$ cat config.mk
export PLATFORM = sky130hd
export DESIGN_NAME = rrlb_ctrl
export DESIGN_NICKNAME = d
export VERILOG_FILES = /design/src/rtl/core/rrlb_pkg.sv /design/src/rtl/core/rrlb_ctrl.sv
export SDC_FILE = /design/constraint.sdc
export NUM_CORES = 1
export LEC_CHECK = 0
export BUFFER_PORTS_ARGS = -buffer_cell sky130_fd_sc_hd__buf_4
export CAP_MARGIN = 20
export CORE_AREA = 2 2 39 41
export CTS_BUF_LIST = sky130_fd_sc_hd__clkbuf_4 sky130_fd_sc_hd__clkbuf_8
export CTS_CLUSTER_SIZE = 14
export DETAILED_ROUTE_END_ITERATION = 7
export DIE_AREA = 0 0 41 43
export PLACE_DENSITY = 0.73
export SYNTH_ARGS = -nofsm -noshare
export SYNTH_HDL_FRONTEND = slang
export SYNTH_SLANG_ARGS = --single-unit
$ cat constraint.sdc
create_clock -name clk -period 1.9 [get_ports clk]
set_input_delay 0.285 -clock clk [delete_from_list [all_inputs] [get_ports clk]]
set_output_delay 0.285 -clock clk [all_outputs]
set_load 0.005 [all_outputs]
$ cat src/rtl/core/rrlb_pkg.sv
package rrlb_pkg;

  localparam int BUFFER_BYTES_DEF = 1024;
  localparam int HEADER_BYTES_DEF = 2;
  localparam int CAP_W            = 11;
  localparam int CAP_MIN          = 4;
  localparam logic [CAP_W-1:0] CAP_RESET = 11'd1024;
  localparam int RECORDS_OUT_W    = 9;
  localparam int BYTES_OUT_W      = 11;

  localparam logic [1:0] CMD_APPEND = 2'd0;
  localparam logic [1:0] CMD_READ   = 2'd1;
  localparam logic [1:0] CMD_CLEAR  = 2'd2;

  typedef struct packed {
    logic [1:0] cmd;
    logic [7:0] data_byte;
    logic       end_of_record;
  } in_item_t;

  typedef struct packed {
    logic [7:0]               out_byte;
    logic                     out_valid;
    logic                     out_last;
    logic                     evicted;
    logic                     too_long;
    logic [RECORDS_OUT_W-1:0] records_held;
    logic [BYTES_OUT_W-1:0]   bytes_used;
  } out_item_t;

  typedef enum logic [3:0] {
    S_IDLE,
    S_DECODE,
    S_EV_CHECK,
    S_EV_HREAD,
    S_EV_DROP,
    S_HWRITE,
    S_RD_HREAD,
    S_RD_ISSUE,
    S_RD_TAKE,
    S_FINISH
  } ctl_state_t;

  typedef enum logic [3:0] {
    OP_NONE,
    OP_ACCEPT,
    OP_CFG,
    OP_CLEAR,
    OP_DISCARD,
    OP_TOOLONG,
    OP_HSTART,
    OP_HREAD,
    OP_DROP,
    OP_DWRITE,
    OP_HWRITE,
    OP_RISSUE,
    OP_RTAKE,
    OP_EMIT
  } dp_op_t;

  typedef struct packed {
    logic [1:0] cmd;
    logic       eor;
    logic       discarding;
    logic       too_long;
    logic       count_zero;
    logic       evict_need;
    logic       hdr_done;
    logic       hw_last;
    logic       out_free;
  } dp_status_t;

endpackage

$ cat src/rtl/core/rrlb_ctrl.sv
module rrlb_ctrl (
  input  logic                 clk,
  input  logic                 rst_n,
  input  logic                 in_valid,
  output logic                 in_ready,
  input  logic                 cfg_valid,
  output logic                 cfg_ready,
  input  rrlb_pkg::dp_status_t status,
  output rrlb_pkg::dp_op_t     op
);

  rrlb_pkg::ctl_state_t state_r, state_nxt;

  always_ff @(posedge clk) begin
    if (!rst_n) begin
      state_r <= rrlb_pkg::S_IDLE;
    end else begin
      state_r <= state_nxt;
    end
  end

  always_comb begin
    state_nxt = state_r;
    op        = rrlb_pkg::OP_NONE;
    in_ready  = 1'b0;
    cfg_ready = 1'b0;

    unique case (state_r)
      rrlb_pkg::S_IDLE: begin
        cfg_ready = 1'b1;
        in_ready  = !cfg_valid;
        if (cfg_valid) begin
          op = rrlb_pkg::OP_CFG;
        end else if (in_valid) begin
          op        = rrlb_pkg::OP_ACCEPT;
          state_nxt = rrlb_pkg::S_DECODE;
        end
      end
      rrlb_pkg::S_DECODE: begin
        state_nxt = rrlb_pkg::S_FINISH;
        priority case (status.cmd)
          rrlb_pkg::CMD_APPEND: begin
            if (status.discarding) begin
              op = rrlb_pkg::OP_DISCARD;
            end else if (status.too_long) begin
              op = rrlb_pkg::OP_TOOLONG;
            end else begin
              state_nxt = rrlb_pkg::S_EV_CHECK;
            end
          end
          rrlb_pkg::CMD_READ: begin
            if (!status.count_zero) begin
              op        = rrlb_pkg::OP_HSTART;
              state_nxt = rrlb_pkg::S_RD_HREAD;
            end
          end
          rrlb_pkg::CMD_CLEAR: begin
            op = rrlb_pkg::OP_CLEAR;
          end
          default: begin
          end
        endcase
      end
      rrlb_pkg::S_EV_CHECK: begin
        if (status.evict_need) begin
          op        = rrlb_pkg::OP_HSTART;
          state_nxt = rrlb_pkg::S_EV_HREAD;
        end else begin
          op        = rrlb_pkg::OP_DWRITE;
          state_nxt = status.eor ? rrlb_pkg::S_HWRITE : rrlb_pkg::S_FINISH;
        end
      end
      rrlb_pkg::S_EV_HREAD: begin
        op = rrlb_pkg::OP_HREAD;
        if (status.hdr_done) begin
          state_nxt = rrlb_pkg::S_EV_DROP;
        end
      end
      rrlb_pkg::S_EV_DROP: begin
        op        = rrlb_pkg::OP_DROP;
        state_nxt = rrlb_pkg::S_EV_CHECK;
      end
      rrlb_pkg::S_HWRITE: begin
        op = rrlb_pkg::OP_HWRITE;
        if (status.hw_last) begin
          state_nxt = rrlb_pkg::S_FINISH;
        end
      end
      rrlb_pkg::S_RD_HREAD: begin
        op = rrlb_pkg::OP_HREAD;
        if (status.hdr_done) begin
          state_nxt = rrlb_pkg::S_RD_ISSUE;
        end
      end
      rrlb_pkg::S_RD_ISSUE: begin
        op        = rrlb_pkg::OP_RISSUE;
        state_nxt = rrlb_pkg::S_RD_TAKE;
      end
      rrlb_pkg::S_RD_TAKE: begin
        op        = rrlb_pkg::OP_RTAKE;
        state_nxt = rrlb_pkg::S_FINISH;
      end
      rrlb_pkg::S_FINISH: begin
        if (status.out_free) begin
          op        = rrlb_pkg::OP_EMIT;
          state_nxt = rrlb_pkg::S_IDLE;
        end
      end
      default: begin
        state_nxt = rrlb_pkg::S_IDLE;
      end
    endcase
  end

`ifndef SYNTHESIS
  a_accept_only_idle: assert property (@(posedge clk) disable iff (!rst_n)
    (in_valid && in_ready) |-> state_r == rrlb_pkg::S_IDLE)
    else $error("A transaction was accepted outside the idle state.");
  a_no_dual_accept: assert property (@(posedge clk) disable iff (!rst_n)
    !(in_valid && in_ready && cfg_valid && cfg_ready))
    else $error("Input and configuration transactions were accepted together.");
  a_emit_returns_idle: assert property (@(posedge clk) disable iff (!rst_n)
    op == rrlb_pkg::OP_EMIT |=> state_r == rrlb_pkg::S_IDLE)
    else $error("The controller did not return to idle after emitting a result.");
`endif

endmodule
### Yosys cells after proc, flatten, opt, wreduce, memory -nomap -nowiden

Index checks and enable logic that the tools add are counted.
Widths: inputs -> output; s select.

| storage, ports and cells | value |
|---|---|
| bits in registers | 4 |
| input port bits | 14 |
| output and inout port bits | 6 |
| logic and storage cells | 47 |

| cells by class | value |
|---|---|
| equality and inequality tests | 17 |
| multiplexer cells | 24 |
| reductions and logical operators | 5 |

Operators with widths:

| cell | number |
|---|---|
| $mux 4 | 13 |
| $pmux 4 s10 | 1 |
| $pmux 4 s9 | 1 |
| $eq 4x3->1 const B | 4 |
| $ne 2x2->1 const B | 6 |
| $mux 3 | 3 |
| $pmux 3 s3 | 1 |
| $eq 4x2->1 const B | 2 |
| $eq 4x4->1 const B | 2 |
| $pmux 4 s2 | 1 |
| $reduce_and 6->1 | 1 |
| $eq 4x1->1 const B | 1 |
| $logic_not 4->1 | 1 |
| $mux 1 | 3 |
| $eq 2x1->1 const B | 1 |
| $eq 2x2->1 const B | 1 |
| $logic_not 2->1 | 1 |
| $mux 2 | 1 |
| $reduce_or 2->1 | 1 |
| $logic_not 1->1 | 1 |

### Longest topological paths before layout

Gate-level depths: netlist of run 1.

| logic depth | value |
|---|---|
| word-level depth | 4 |
| mapped depth | 6 |
| mapped depth without buffers | 4 |

### Worst setup path after synthesis of run 1

OpenSTA, ideal clock, no wires.

| timing path | value |
|---|---|
| path type | flip-flop to output port |
| start | reg state_r[3] |
| end | out op[0] |
| data arrival time | 1.328 ns |
| data required time | 1.615 ns |
| setup slack | 0.287 ns |
| cell stages (with the launch flop) | 6 |
| buffers on the path | 1 |
| cells stage by stage | dfxtp_1 > buf_2 > nand2b_1 > or4_1 > nor3b_1 > a2111o_1 |

| on the way | value |
|---|---|
| longest elaborated chain between the ends | 3 |
| elaborated cells between the ends (all ways) | 12 |
| classes of those cells | 9 x eq/ne; 1 x mux; 2 x reduce/logical |

RTL lines:

| element | line | text |
|---|---|---|
| start: declaration | rrlb_ctrl.sv:12 | `rrlb_pkg::ctl_state_t state_r, state_nxt;` |
| start signal: assignment | rrlb_ctrl.sv:16 | `state_r <= rrlb_pkg::S_IDLE;` |
| start signal: assignment | rrlb_ctrl.sv:18 | `state_r <= state_nxt;` |
| $eq 4x3->1 or $eq 4x2->1 (tied branches) | rrlb_ctrl.sv:28 | `unique case (state_r)` |
| $reduce_or 2->1 (no source line) | -- |  |
| $pmux 4 s9 * | rrlb_ctrl.sv:28 |  |
| end: declaration | rrlb_ctrl.sv:9 | `output rrlb_pkg::dp_op_t op` |

Mark *: on every way between the ends. The rest lies on a longest branch, timed or not.

### Final worst setup path of run 1

| timing path | value |
|---|---|
| start | reg state_r[1] |
| end | out op[0] |

The elaborated chain is that of the path after synthesis.

==> results of run 1 <==
## worst paths after layout
check	start	endpoint	slack [ns]	cells after the start
max	state_r[1]	op[0]	0.04	4
min	rst_n	state_r[0]	0.31	2
max reg2reg	state_r[1]	state_r[3]	0.27	4
min reg2reg	state_r[2]	state_r[2]	0.59	2
## cell usage in the layout, fill, tap and decap left out, types with 2 or more instances in the layout
cell type / Yosys / final
a211oi_1: 2 / 2
a21oi_1: 10 / 9
a2bb2oi_1: 2 / 2
a31oi_1: 2 / 2
buf_4: 0 / 29
clkbuf_4: 0 / 3
dfxtp_4: 0 / 3
inv_1: 2 / 2
inv_2: 2 / 2
nand2_1: 3 / 3
nand2b_1: 4 / 3
nand3_1: 4 / 4
nor2_1: 7 / 6
nor2b_1: 5 / 5
nor3_1: 3 / 3
nor3b_1: 4 / 3
## cell type report
cell class | count | area, sq um | area share (%)
sequential | 4 | 92.6 | 10.5
tap | 16 | 20.0 | 2.28
inverter | 4 | 15.0 | 1.71
timing repair buffer | 29 | 218 | 24.8
clock buffer | 3 | 22.5 | 2.56
multi-input combinational | 70 | 510 | 58.1
## report_power, final
| group | internal, uW | switching, uW | total [uW] |
|---|---|---|---|
| clock | 71.1 | 41.0 | 112 |
| combinational | 103 | 85.2 | 188 |
| sequential | 87.0 | 9.72 | 96.7 |
## logic make-up after synthesis
kind of cell | after synthesis | synth area share (%)
AO/OA/AOI/OAI | 31 | 39.7
XOR/XNOR | 1 | 1.44
buffers and inverters | 11 | 8.44
flip-flops | 4 | 13.2
AND/OR/NAND/NOR | 38 | 37.2
## through the flow
stage                     area (sq um)  cells
after floorplan                    608     85
after global placement             810    123
after detailed placement           810    123
after CTS                          840    126
after global routing               878    126
final                              878    126
## timing repair
| action | 4_1_cts | 5_1_grt |
|---|---|---|
| setup endpoints to repair | 3 | 3 |
| gates resized for setup | 4 | 10 |
| hold buffers | 0 | 0 |
| buffers inserted | 0 | 0 |
| pin swaps | 0 | 2 |
## metal layers
metal	wire length, um	global-route usage, %
met1	817	28.7
met2	911	35.0
met3	74	3.14
met4	29	12.0
met5	0	0
==> impl_metrics.py, run 1 <==
metrics = {
    "timing": {
        "hold_viol": 0,
        "setup_ws_ns": 0.0366,
        "tightest_slew_ns": 0.347,
        "fin_crit_sh_pct": 98.1,
        "setup-tns-final_ns": 0,
        "post-route-min-period_ns": 1.86,
        "slew_headroom_pct": 76.9,
        "finalClockSkew_ns": 0.00589,
        "rsz0062_at_grt": "true",
        "setup_viol": 0,
        "maxSlewViolCount": 0,
        "whs_ns": 0.314,
        "fmax_ghz": 0.537,
    },
    "final_layout": {
        "area_growth_pct": 44.4,
        "drive_gt1_share_pct": 43.6,
        "largest_reg_flops": 4,
        "final_util_pct": 63.5,
        "nets": 126,
        "top_regs": "state_r (4)",
        "n_antenna_cell": 0,
        "fillCellCount": 135,
        "regMostFlops": "state_r",
    },
    "synthesis": {
        "ys_types": 41,
        "synth_area_sq_um": 608,
        "netlist_instances": 85,
        "synthDominantCellAreaShare_pct": 13.2,
        "synth_area_leaders": "dfxtp_1, a21oi_1, nor2b_1, nor3b_1, a2111oi_4",
        "ys_warn_count": 0,
        "ys_seq_elements": 4,
        "ys.flop_type": "dfxtp_1",
        "synth_commonest_cells": "a21oi_1, nor2_1, nor2b_1",
        "yosysSeqAreaShare_pct": 13.2,
        "synth.avg_cell_area_sq_um": 7.15,
        "synth_edf_count": 0,
        "synth_most_common_cell": "a21oi_1",
        "synth_nets": 99,
        "yosysTopAreaCell": "dfxtp_1",
        "synth_async_sr_flop_share_pct": 0,
    },
    "worst_setup_path": {
        "crit_type": "flip-flop to output port",
        "crit_family": "simple AND/OR/NAND/NOR gates",
        "start_kind": "flip-flop",
        "path_max_fanout": 10,
        "slowest_delay_ns": 0.55,
        "crit_chain": "or4_4 -> nor3b_2 -> a2111o_1 -> buf_4",
        "cp.arrival_ns": 1.58,
        "critPathRequiredTime_ns": 1.62,
        "cp_num_buf_inv": 1,
        "worst_path_max_delay_cell": "or4_4",
        "end_kind": "output port",
    },
    "cts": {
        "cts_buffers": 3,
        "insertion_delay_ns": 0.25,
        "cts_tree": "yes",
        "clock-root-buffer": "clkbuf_4",
        "path_clk_slew_ns": 0.04,
        "cts_htree_levels": 1,
        "cts.sinks": 4,
        "cts_max_path_buffers": 2,
    },
    "routing": {
        "wire_per_inst_um": 14.5,
        "vias": 756,
        "drcViolationCount": 0,
        "drt_iter0_markers": 13,
        "firstDrtPassIters": 4,
        "routed_via_density": 6.00,
        "routed_wl_um": 1830,
        "antenna_left": 0,
    },
    "floorplan": {
        "die-area_sq_mm": 0.00176,
        "core.rowCount": 14,
        "die-width_um": 41,
        "die_height_um": 43,
        "start_util_pct": 43.9,
        "io_pins": 20,
        "core_sq_mm": 0.00138,
    },
    "hold_path": {
        "hold_class": "input pin to flip-flop",
    },
    "global_route": {
        "grt_pass1_wl_um": 2700,
        "grt_max_degree": 12,
        "grt_remaining_overflow": 0,
        "antenna_found_initial": 0,
        "groute.usage.overall_pct": 22.6,
        "grt_pass1_vias": 621,
    },
    "place": {
        "portBuffers": 19,
        "preCtsSetupSlack_ns": 0.124,
        "place_congestion": 0.798,
        "detailed_place_hpwl_um": 1360,
    },
    "run": {
        "drv_cap": 0,
    },
    "pwr": {
        "vdd_drop_max_v": 0.000393,
        "p_leak_uw": 0.000371,
        "power_uw": 397,
        "power.density_mw_per_mm2": 452,
    },
    "status": {
        "outcome": "finished clean",
    },
}
Note: power is estimated with default switching activity, not from simulation.
==> inputs of run 2 (changes only) <==
Settings changed: ABC_AREA set to 1, PLACE_DENSITY 0.73 to 0.69.
==> run 2 against run 1 <==
Net effect: die area is the same; critical path depth up 4; sequential share of layout area up 0.22 points; synthesized cell count increased by 24%; largest cell class unchanged; highest routed layer is now met3; critical path type unchanged; sequential power rose by 38%; hold slack gained 0.0015 ns; critical endpoint is now op[1]; flip-flop and latch count unchanged.
==> impl_metrics.py, run 2 <==
metrics = {
    "timing": {
        "tightest_slew_ns": 0.272,
        "whs_ns": 0.315,
        "post-route-min-period_ns": 1.74,
        "maxSlewViolCount": 0,
        "finalClockSkew_ns": 0.00768,
        "fmax_ghz": 0.576,
        "slew_headroom_pct": 81.8,
        "hold_viol": 0,
        "setup-tns-final_ns": 0,
        "fin_crit_sh_pct": 91.3,
        "setup_viol": 0,
        "rsz0062_at_grt": "false",
    },
    "floorplan": {
        "die_height_um": 43,
        "die-width_um": 41,
        "io_pins": 20,
        "start_util_pct": 41.5,
        "core.rowCount": 14,
        "core_sq_mm": 0.00138,
        "die-area_sq_mm": 0.00176,
    },
    "place": {
        "place_congestion": 0.878,
        "portBuffers": 19,
        "placed_area_sq_um": 732,
        "detailed_place_hpwl_um": 1260,
    },
    "routing": {
        "antenna_left": 0,
        "routed_wl_um": 1460,
        "vias": 714,
        "firstDrtPassIters": 4,
        "drt_iter0_markers": 24,
        "wire_per_inst_um": 10.3,
        "routed_via_density": 5.03,
        "drcViolationCount": 0,
    },
    "final_layout": {
        "largest_reg_flops": 4,
        "final_common_cell": "nand2_1",
        "regMostFlops": "state_r",
        "nets": 142,
        "layout_common_cells": "nand2_1, buf_4, inv_1, nor2_1, nand3_1",
        "top_regs": "state_r (4)",
        "final_util_pct": 54.6,
        "area_growth_pct": 31.6,
        "n_antenna_cell": 0,
        "final_cell_area_sq_um": 756,
        "drive_gt1_share_pct": 31.7,
    },
    "worst_setup_path": {
        "worst_path_max_delay_cell": "dfxtp_1",
        "cp.arrival_ns": 1.45,
        "slowest_delay_ns": 0.36,
        "crit_chain": "inv_2 -> nand2_4 -> nor2_2 -> nand2_1 -> o21ai_0 -> inv_1 -> nand4_1 -> buf_4",
        "critPathRequiredTime_ns": 1.62,
        "path_max_fanout": 6,
        "rr_worst_depth": 7,
        "start_kind": "flip-flop",
        "crit_type": "flip-flop to output port",
        "end_kind": "output port",
    },
    "cts": {
        "insertion_delay_ns": 0.23,
        "cts_max_path_buffers": 2,
        "cts_buffers": 3,
        "cts.sinks": 4,
        "clock-root-buffer": "clkbuf_4",
        "cts_resized": 0,
        "path_clk_slew_ns": 0.04,
        "cts_htree_levels": 1,
        "cts_hold_buf": 0,
        "cts_setup_buffers": 0,
        "cts_tree": "yes",
    },
    "pwr": {
        "p_leak_uw": 0.000397,
        "power.density_mw_per_mm2": 825,
        "vdd_drop_max_v": 0.000417,
    },
    "hold_path": {
        "hold_class": "input pin to flip-flop",
        "whs_path_depth": 3,
    },
    "synthesis": {
        "ys_seq_elements": 4,
        "ys.flop_type": "dfxtp_1",
        "ys_types": 21,
        "synth_area_sq_um": 574,
        "synth_commonest_cells": "nand2_1, inv_1, nand3_1, nor2_1",
        "ys_warn_count": 0,
        "yosysTopAreaCell": "nand2_1",
        "yosysSeqAreaShare_pct": 13.9,
        "synthDominantCellAreaShare_pct": 15.0,
        "synth_async_sr_flop_share_pct": 0,
        "synth_nets": 119,
        "synth_most_common_cell": "nand2_1",
        "synth.avg_cell_area_sq_um": 5.47,
        "synth_edf_count": 0,
        "synth_area_leaders": "nand2_1, dfxtp_1, nand3_1, inv_1, nor2_1",
        "netlist_instances": 105,
    },
    "global_route": {
        "grt_pass1_vias": 606,
        "groute.usage.overall_pct": 19.4,
        "grt_pass1_wl_um": 2370,
        "grt_remaining_overflow": 0,
        "grt_max_degree": 9,
        "antenna_found_initial": 0,
    },
    "status": {
        "outcome": "finished clean",
    },
    "run": {
        "drv_cap": 0,
    },
}
-- run 2: per-stage QoR --
step / worst slack (ns) / instances / power, uW
3_3_place_gp: 0.373 / 139 / 524
4_1_cts: 0.121 / 142 / 627
3_5_place_dp: 0.388 / 139 / 520
6_report: 0.165 / 142 / 624
5_1_grt: 0.0423 / 142 / 682
2_1_floorplan: 0.595 / 105 / 380
-- run 2: worst max-delay path: cells and delay by family (launching register included) --
kind,cells,cell delay [ns]
DFF,1,0.36
and+or+nand+nor,4,0.41
buffers and inverters,3,0.31
AOI/OAI and AO/OA,1,0.15
-- run 2: worst paths after layout --
check | start | to | slack [ns]
worst max-delay path | state_r[2] | op[1] | 0.16
worst min-delay path | rst_n | state_r[0] | 0.32
worst max register to register | state_r[0] | state_r[3] | 0.60
worst min register to register | state_r[0] | state_r[0] | 0.52
-- run 2: layout make-up --
type                            instances  area [sq um]
Inverter                               18          67.6
Timing Repair Buffer                   19           143
Fill cell                             145           628
Tap cell                               16          20.0
Multi-Input combinational cell         82           422
Sequential cell                         4          81.3
Clock buffer                            3          22.5
-- run 2: routing by layer --
metal | share of wire [%] | global-route usage (%)
met5 | 0 | 0
met4 | 0 | 8.00
met3 | 4.5 | 3.14
met2 | 51 | 31.6
met1 | 45 | 24.0
-- run 2: cell families after synthesis --
logic type	after synthesis	synth area share [%]
compound gates	14	15.0
flops	4	13.9
simple gates	68	58.4
buf+inv	19	12.6
-- run 2: where the power goes --
| group | switching [uW] | total, uW | internal [uW] |
|---|---|---|---|
| Sequential | 30.5 | 133 | 102 |
| Clock | 32.5 | 103 | 70.4 |
| Combinational | 215 | 388 | 173 |
| Total | 278 | 624 | 345 |
